`src/rtl/core/dit_pkg.sv`:
```
// Shared constants and types for the dependency invalidation table.
// No dependencies.
package dit_pkg;

    localparam int TABLE_DEPTH = 32;
    localparam int SLOT_W      = $clog2(TABLE_DEPTH);
    localparam int CNT_W       = 6;
    localparam int AGE_W       = 16;
    localparam int TOKEN_W     = 32;

    localparam logic [2:0] OP_REGISTER   = 3'd0;
    localparam logic [2:0] OP_INV_CLASS  = 3'd1;
    localparam logic [2:0] OP_INV_METHOD = 3'd2;
    localparam logic [2:0] OP_INV_SHAPE  = 3'd3;
    localparam logic [2:0] OP_ACTIVATE   = 3'd4;
    localparam logic [2:0] OP_SWEEP      = 3'd5;

    localparam logic [1:0] KIND_CLASS_LEAF   = 2'd0;
    localparam logic [1:0] KIND_METHOD_FINAL = 2'd1;
    localparam logic [1:0] KIND_SHAPE_STABLE = 2'd2;

    typedef struct packed {
        logic [1:0]         kind;
        logic [TOKEN_W-1:0] subject;
        logic [TOKEN_W-1:0] method;
        logic [TOKEN_W-1:0] region;
        logic               hot;
        logic [AGE_W-1:0]   age;
    } edge_t;

endpackage

```
`src/rtl/core/dependency_invalidation_table_top.sv`:
```
// Top level of the dependency invalidation table: control, edge memory, result port.
// Depends on dit_pkg.
//
// A register goes straight to the summary. Every other valid operation runs repeated
// passes over the edge memory, one pass per matching edge plus a final pass. Each
// pass picks the oldest unreported match. The receiver cannot stall: each result
// is shown for one cycle with result_strobe; a sweep shows only its summary.
module dependency_invalidation_table_top (
    input  logic                        clk,
    input  logic                        rst_n,
    input  logic                        start,
    output logic                        busy,
    input  logic [2:0]                  operation,
    input  logic [1:0]                  assumption_kind,
    input  logic [dit_pkg::TOKEN_W-1:0] subject_token,
    input  logic [dit_pkg::TOKEN_W-1:0] method_ident,
    input  logic [dit_pkg::TOKEN_W-1:0] region_ident,
    input  logic                        region_hot,
    output logic                        result_strobe,
    output logic                        is_summary,
    output logic                        is_lazy,
    output logic [dit_pkg::TOKEN_W-1:0] out_method,
    output logic [dit_pkg::TOKEN_W-1:0] out_region,
    output logic [dit_pkg::CNT_W-1:0]   removed_count,
    output logic [dit_pkg::CNT_W-1:0]   edge_total,
    output logic                        table_full,
    output logic                        last_result
);
    import dit_pkg::*;

    localparam logic [2:0] ST_IDLE = 3'd0;
    localparam logic [2:0] ST_SCAN = 3'd1;
    localparam logic [2:0] ST_DRAIN = 3'd2;
    localparam logic [2:0] ST_EMIT = 3'd3;
    localparam logic [2:0] ST_SUM = 3'd4;

    edge_t mem [TABLE_DEPTH];
    edge_t rd_q;

    logic [2:0]             state_reg;
    logic [TABLE_DEPTH-1:0] valid_reg;
    logic [TABLE_DEPTH-1:0] done_reg;
    logic [AGE_W-1:0]       age_reg;
    logic [CNT_W-1:0]       count_reg;
    logic [CNT_W-1:0]       removed_reg;
    logic                   full_reg;
    logic [SLOT_W-1:0]      scan_reg;
    logic                   pend_reg;
    logic [SLOT_W-1:0]      pend_slot_reg;
    logic [2:0]             op_reg;
    logic [TOKEN_W-1:0]     subj_reg;
    logic [TOKEN_W-1:0]     meth_reg;
    logic [TOKEN_W-1:0]     regn_reg;
    logic                   found_reg;
    logic [AGE_W-1:0]       best_dist_reg;
    logic [SLOT_W-1:0]      best_slot_reg;
    logic [TOKEN_W-1:0]     best_meth_reg;
    logic [TOKEN_W-1:0]     best_regn_reg;
    logic                   best_hot_reg;

    logic                   free_found;
    logic [SLOT_W-1:0]      free_slot;
    logic                   cand_match;
    logic [AGE_W-1:0]       cand_dist;
    logic                   drop;
    edge_t                  wr_edge;

    always_comb
    begin
        free_found = 1'b0;
        free_slot  = '0;
        for (int i = TABLE_DEPTH - 1; i >= 0; i--)
        begin
            if (!valid_reg[i])
            begin
                free_found = 1'b1;
                free_slot  = SLOT_W'(i);
            end
        end
    end

    always_comb
    begin
        wr_edge.kind    = assumption_kind;
        wr_edge.subject = subject_token;
        wr_edge.method  = method_ident;
        wr_edge.region  = region_ident;
        wr_edge.hot     = region_hot;
        wr_edge.age     = age_reg;
    end

    always_comb
    begin
        cand_dist = age_reg - rd_q.age;
        case (op_reg)
            OP_INV_CLASS:
                cand_match = rd_q.subject == subj_reg &&
                             (rd_q.kind == KIND_CLASS_LEAF ||
                              rd_q.kind == KIND_METHOD_FINAL);
            OP_INV_METHOD:
                cand_match = rd_q.subject == subj_reg && rd_q.kind == KIND_METHOD_FINAL;
            OP_INV_SHAPE:
                cand_match = rd_q.subject == subj_reg && rd_q.kind == KIND_SHAPE_STABLE;
            OP_ACTIVATE:
                cand_match = rd_q.method == meth_reg && rd_q.region == regn_reg &&
                             !rd_q.hot;
            OP_SWEEP:
                cand_match = rd_q.method == meth_reg;
            default:
                cand_match = 1'b0;
        endcase
        cand_match = cand_match && pend_reg && valid_reg[pend_slot_reg] &&
                     !done_reg[pend_slot_reg];
        drop = (op_reg == OP_SWEEP) || (op_reg == OP_ACTIVATE) || best_hot_reg;
    end

    always_ff @(posedge clk)
    begin
        if (state_reg == ST_IDLE && start && operation == OP_REGISTER && free_found)
        begin
            mem[free_slot] <= wr_edge;
        end
        rd_q <= mem[scan_reg];
    end

    always_ff @(posedge clk)
    begin
        if (state_reg == ST_IDLE && start)
        begin
            op_reg   <= operation;
            subj_reg <= subject_token;
            meth_reg <= method_ident;
            regn_reg <= region_ident;
        end
        pend_slot_reg <= scan_reg;
        if (cand_match && (!found_reg || cand_dist > best_dist_reg))
        begin
            best_dist_reg <= cand_dist;
            best_slot_reg <= pend_slot_reg;
            best_meth_reg <= rd_q.method;
            best_regn_reg <= rd_q.region;
            best_hot_reg  <= rd_q.hot;
        end
        is_summary    <= 1'b0;
        is_lazy       <= 1'b0;
        out_method    <= best_meth_reg;
        out_region    <= best_regn_reg;
        removed_count <= '0;
        edge_total    <= '0;
        table_full    <= 1'b0;
        last_result   <= 1'b0;
        if (state_reg == ST_EMIT)
        begin
            is_lazy <= !drop;
        end
        if (state_reg == ST_SUM)
        begin
            is_summary    <= 1'b1;
            out_method    <= '0;
            out_region    <= '0;
            removed_count <= removed_reg;
            edge_total    <= count_reg;
            table_full    <= full_reg;
            last_result   <= 1'b1;
        end
    end

    always_ff @(posedge clk or negedge rst_n)
    begin
        if (!rst_n)
        begin
            state_reg     <= ST_IDLE;
            valid_reg     <= '0;
            done_reg      <= '0;
            age_reg       <= '0;
            count_reg     <= '0;
            removed_reg   <= '0;
            full_reg      <= 1'b0;
            scan_reg      <= '0;
            pend_reg      <= 1'b0;
            found_reg     <= 1'b0;
            result_strobe <= 1'b0;
        end
        else
        begin
            result_strobe <= 1'b0;
            pend_reg      <= state_reg == ST_SCAN;
            if (cand_match)
            begin
                found_reg <= 1'b1;
            end
            unique case (state_reg)
                ST_IDLE:
                begin
                    if (start)
                    begin
                        done_reg    <= '0;
                        removed_reg <= '0;
                        full_reg    <= 1'b0;
                        scan_reg    <= '0;
                        found_reg   <= 1'b0;
                        if (operation == OP_REGISTER)
                        begin
                            state_reg <= ST_SUM;
                            if (free_found)
                            begin
                                valid_reg[free_slot] <= 1'b1;
                                age_reg   <= age_reg + 1'b1;
                                count_reg <= count_reg + 1'b1;
                            end
                            else
                            begin
                                full_reg <= 1'b1;
                            end
                        end
                        else if (operation <= OP_SWEEP)
                        begin
                            state_reg <= ST_SCAN;
                        end
                        else
                        begin
                            state_reg <= ST_SUM;
                        end
                    end
                end
                ST_SCAN:
                begin
                    scan_reg <= scan_reg + 1'b1;
                    if (scan_reg == SLOT_W'(TABLE_DEPTH - 1))
                    begin
                        scan_reg  <= '0;
                        state_reg <= ST_DRAIN;
                    end
                end
                ST_DRAIN:
                begin
                    state_reg <= ST_EMIT;
                end
                ST_EMIT:
                begin
                    if (found_reg)
                    begin
                        found_reg               <= 1'b0;
                        done_reg[best_slot_reg] <= 1'b1;
                        result_strobe           <= op_reg != OP_SWEEP;
                        if (drop)
                        begin
                            valid_reg[best_slot_reg] <= 1'b0;
                            removed_reg <= removed_reg + 1'b1;
                            if (count_reg != '0)
                            begin
                                count_reg <= count_reg - 1'b1;
                            end
                        end
                        state_reg <= ST_SCAN;
                    end
                    else
                    begin
                        state_reg <= ST_SUM;
                    end
                end
                ST_SUM:
                begin
                    result_strobe <= 1'b1;
                    state_reg     <= ST_IDLE;
                end
                default:
                begin
                    state_reg <= ST_IDLE;
                end
            endcase
        end
    end

    assign busy = state_reg != ST_IDLE;

endmodule

```
`config.mk`:
```
export PLATFORM = sky130hd
export DESIGN_NAME = dependency_invalidation_table_top
export DESIGN_NICKNAME = d
export VERILOG_FILES = /design/src/rtl/core/dit_pkg.sv /design/src/rtl/core/dependency_invalidation_table_top.sv
export SDC_FILE = /design/constraint.sdc
export NUM_CORES = 2
export LEC_CHECK = 0
export BUFFER_PORTS_ARGS = -buffer_cell sky130_fd_sc_hd__buf_2
export CELL_PAD_IN_SITES_DETAIL_PLACEMENT = 0
export CELL_PAD_IN_SITES_GLOBAL_PLACEMENT = 1
export CORE_MARGIN = 2
export CORE_UTILIZATION = 34
export CTS_CLUSTER_DIAMETER = 120
export DETAILED_ROUTE_END_ITERATION = 6
export GPL_TIMING_DRIVEN = 0
export PLACE_DENSITY_LB_ADDON = 0.1
export SKIP_CTS_REPAIR_TIMING = 1
export SLEW_MARGIN = 20
export SYNTH_ARGS = -nofsm -noshare
export SYNTH_HDL_FRONTEND = slang
export SYNTH_SLANG_ARGS = --single-unit
```
`constraint.sdc`:
```
create_clock -name clk -period 13.2 [get_ports clk]
set_input_delay 2.64 -clock clk [delete_from_list [all_inputs] [get_ports clk]]
set_output_delay 2.64 -clock clk [all_outputs]
set_load 0.02 [all_outputs]
```
==> metrics.md <==
| Metric | Value |
|---|---|
| CTS buffer count | 461 |
| Reg area | 123000 sq um |
| Clock Sinks | 4168 |
| Routed vias/inst | 5.29 |
| Setup violations, final | 0 |
| First-pass GRT wire length | 684000 microns |
| CTS tree | yes |
| Initial Util | 34.1% |
| Post-synth top area cell | edfxtp_1 |
| Top cell type's share of synthesized area | 74.1% |
| Finished Layout Cells | 14400 |
| Worst setup EP type | flop |
| Vias after detailed routing | 76200 |
| Grt total ovfl | 0 |
| Post-synthesis mux area share | 17.4% |
| Total die area | 466000 sq um |
| Port Buffers | 186 |
| Detailed Place HPWL | 348000 microns |
| FP Rows | 249 |
| DRT Wirelength | 506000 microns |
| Die X | 683 microns |
| Hold slack | 0.381 ns |
| Top post-synthesis cells by area | edfxtp_1 (74%), mux4_2 (17%), dfxtp_1 (2.5%) |
| Synth Flop Type | edfxtp_1 |
| Period minus WS final | 6.79 ns |
| Xor and xnor fraction of the mapped netlist area | 0.744% |
| Final slew viol count | 0 |
| Yosys cell types | 69 |
| Clk buf depth | 4 |
| Mapped cell area | 157000 sq um |
| Fill cells | 40300 |
| Startpoint Class | flop |
| Util after Layout | 41.1% |
| Ys Warns | 0 |
| CTS clk-pin slew, worst paths | 0.06 ns |
| Final Cycle Share | 51.4% |
| TritonRoute pass-1 iters | 6 |
| Total Routing Usage GR | 21.5% |
| Adder-Cell Fraction of Synth Area | 0.337% |
| Asr flop ratio synth | 2.50% |
| Setup ws final | 6.41 ns |
| DRT iter0 DRCs | 8006 |
| IO Pins | 187 |
| Setup TNS | 0 ns |
| P&R area growth vs syn | 20.6% |
| Largest Register | mem |
| Fmax | 147 MHz |
| Setup CP Type | flop to flop |
| Post-Synth Simple-Gate Area | 1.38% |
| Area used by multi-input combinational logic | 32700 sq um |
| Largest net degree at the start of global routing | 74 |
| Die Ht | 683 microns |
| RSZ-0062 raised after global routing | false |
| Final nets | 7983 |
| DR WL/cell | 35.1 microns |
| Final Skew | 0.0599 ns |
| Largest regs | mem x3680, rd_q x115 |
| Htree depth | 5 |
| Max-cap violations | 0 |
| Clock root buffer | clkbuf_16 |
| Insertion delay to the later sink of the worst-skew pair | 1.00 ns |
| Synth top cells by count | edfxtp_1 (3865), mux4_2 (1151), dfxtp_1 (199), clkbuf_1 (153), mux2_2 (119) |
| Drt drc | 0 |
| Crit path max fanout | 7 |
| Type of the worst min-delay path | flop to flop |
| Post-DRT Antenna Nets | 0 |
| Final Hold Fails | 0 |
| Cells after Synth | 6595 |
| Initial antenna violation count | 60 |
| Compound-gate portion of the synthesized area | 0.825% |
| Seq/Total Area, Yosys | 78.3% |
| Mean Syn Cell Area | 23.7 sq um |
| Seq cells post-synth | 4168 |
| Status | finished clean |
| Number of synthesized flops with an enable pin | 3865 |
| Most frequent cell after synthesis | edfxtp_1 |
| Layout cell share with drive strength beyond 1 | 36.3% |
| Main combinational cell family by area after synthesis | multiplexers |
| Worst-Margin Slew | 1.20 ns |
| Core Footprint | 459000 sq um |
| Mapped Nets | 6741 |
| Maximum VDD drop | 0.000117 V |
| Worst path required time | 13.89 ns |
| Leakage | 61.2 nW |
| Vias in the first global route | 78700 |
| Power Dens Cells | 196 nW/um^2 |
| GP Congestion | 0.727 |
| Max_slew headroom | 19.9% |
| Arr. time, crit path | 7.47 ns |
| DP Cell Count | 13500 |
| Max FFs per register | 3680 |
| Pre-CTS setup slack | 5.63 ns |
-- placed cells by master, fill, tap and decap left out, types with 14 or more instances in the layout --
cell,Yosys,final
clkbuf_8,0,68
dfrtp_2,0,14
a21oi_1,60,60
nor2b_1,74,73
mux2_2,119,119
nor3_1,28,14
nand2_1,50,50
diode_2,0,14
inv_1,64,64
buf_1,70,18
nand3_1,23,23
mux4_2,1151,1151
buf_12,0,138
nor3_2,1,15
edfxtp_1,3865,3865
ha_1,39,39
clkbuf_2,0,64
o21ai_0,72,71
and2_1,14,14
dfxtp_1,199,199
nor2_1,94,75
xnor2_1,95,95
buf_16,0,88
buf_4,1,286
clkinv_2,0,84
o31ai_1,16,16
buf_6,6,73
buf_2,76,328
clkinv_1,0,55
xor2_1,38,38
nor2_4,0,19
clkbuf_16,0,471
nand4_1,39,39
bufinv_16,0,27
dfrtp_1,104,90
clkbuf_1,153,222
-- final timing paths --
path                         startpoint               end  depth (start not counted)  slack, ns
min reg2reg                 scan_reg[2]  pend_slot_reg[2]                          0       0.38
min                         scan_reg[2]  pend_slot_reg[2]                          0       0.38
max reg2reg                subj_reg[13]  best_meth_reg[5]                         15       6.41
max in group asynchronous         rst_n      valid_reg[0]                          2      10.87
max                        subj_reg[13]  best_meth_reg[5]                         15       6.41
min in group asynchronous         rst_n      count_reg[3]                          1       1.59
-- power by group --
| part | total, mW | switching [mW] | internal (mW) |
|---|---|---|---|
| registers | 14.9 | 0.231 | 14.7 |
| clock network | 12.7 | 5.30 | 7.45 |
| logic | 9.27 | 5.30 | 3.97 |
| total | 36.9 | 10.8 | 26.1 |
-- per-layer routing --
layer	vias to the layer above	GRT usage, %	routed length, microns
li1	30600	-	-
met1	42500	29.6	216000
met2	2390	36.6	251000
met3	647	2.85	25900
met4	18	4.78	12100
met5	-	0	121
-- kinds of logic (layout without fill, tap and decap cells) --
| group | Yosys count | after routing |
|---|---|---|
| other | 0 | 14 |
| AO/OA/AOI/OAI | 213 | 213 |
| flip-flops | 4168 | 4168 |
| adder cells (fa/ha/maj) | 41 | 41 |
| AND/OR/NAND/NOR | 398 | 398 |
| XOR/XNOR | 133 | 133 |
| buffers and inverters | 370 | 2016 |
| multiplexers | 1272 | 1272 |
-- critical path: stages (launching register included) --
cell       delay, ns
edfxtp_1        0.37
xnor2_1         0.80
nand4_1         0.48
a2111oi_2       0.83
nand4_1         0.45
o31a_1          0.44
nor4bb_1        0.54
nor4b_2         0.71
buf_2           0.35
buf_4           0.23
buf_4           0.21
buf_4           0.21
buf_4           0.16
buf_2           0.19
buf_2           0.23
buf_2           0.22
-- per-stage QoR --
stage / area (sq um) / power (mW)
floorplan: 157000 / 20.5
global placement: 165000 / 24.5
detailed placement: 174000 / 24.7
CTS: 189000 / 37.5
global route: 189000 / 38.2
finish: 189000 / 36.9
-- layout make-up --
cell class | count | area share [%]
Antenna cell | 14 | 0.0185
Buffer | 306 | 0.771
Clock buffer | 677 | 7.01
Clock inverter | 190 | 0.941
Inverter | 64 | 0.127
Multi-Input combinational cell | 2057 | 17.3
Sequential cell | 4168 | 64.9
Tap cell | 6149 | 4.07
Timing Repair Buffer | 779 | 4.82
Power figures use the tool's default switching activity.
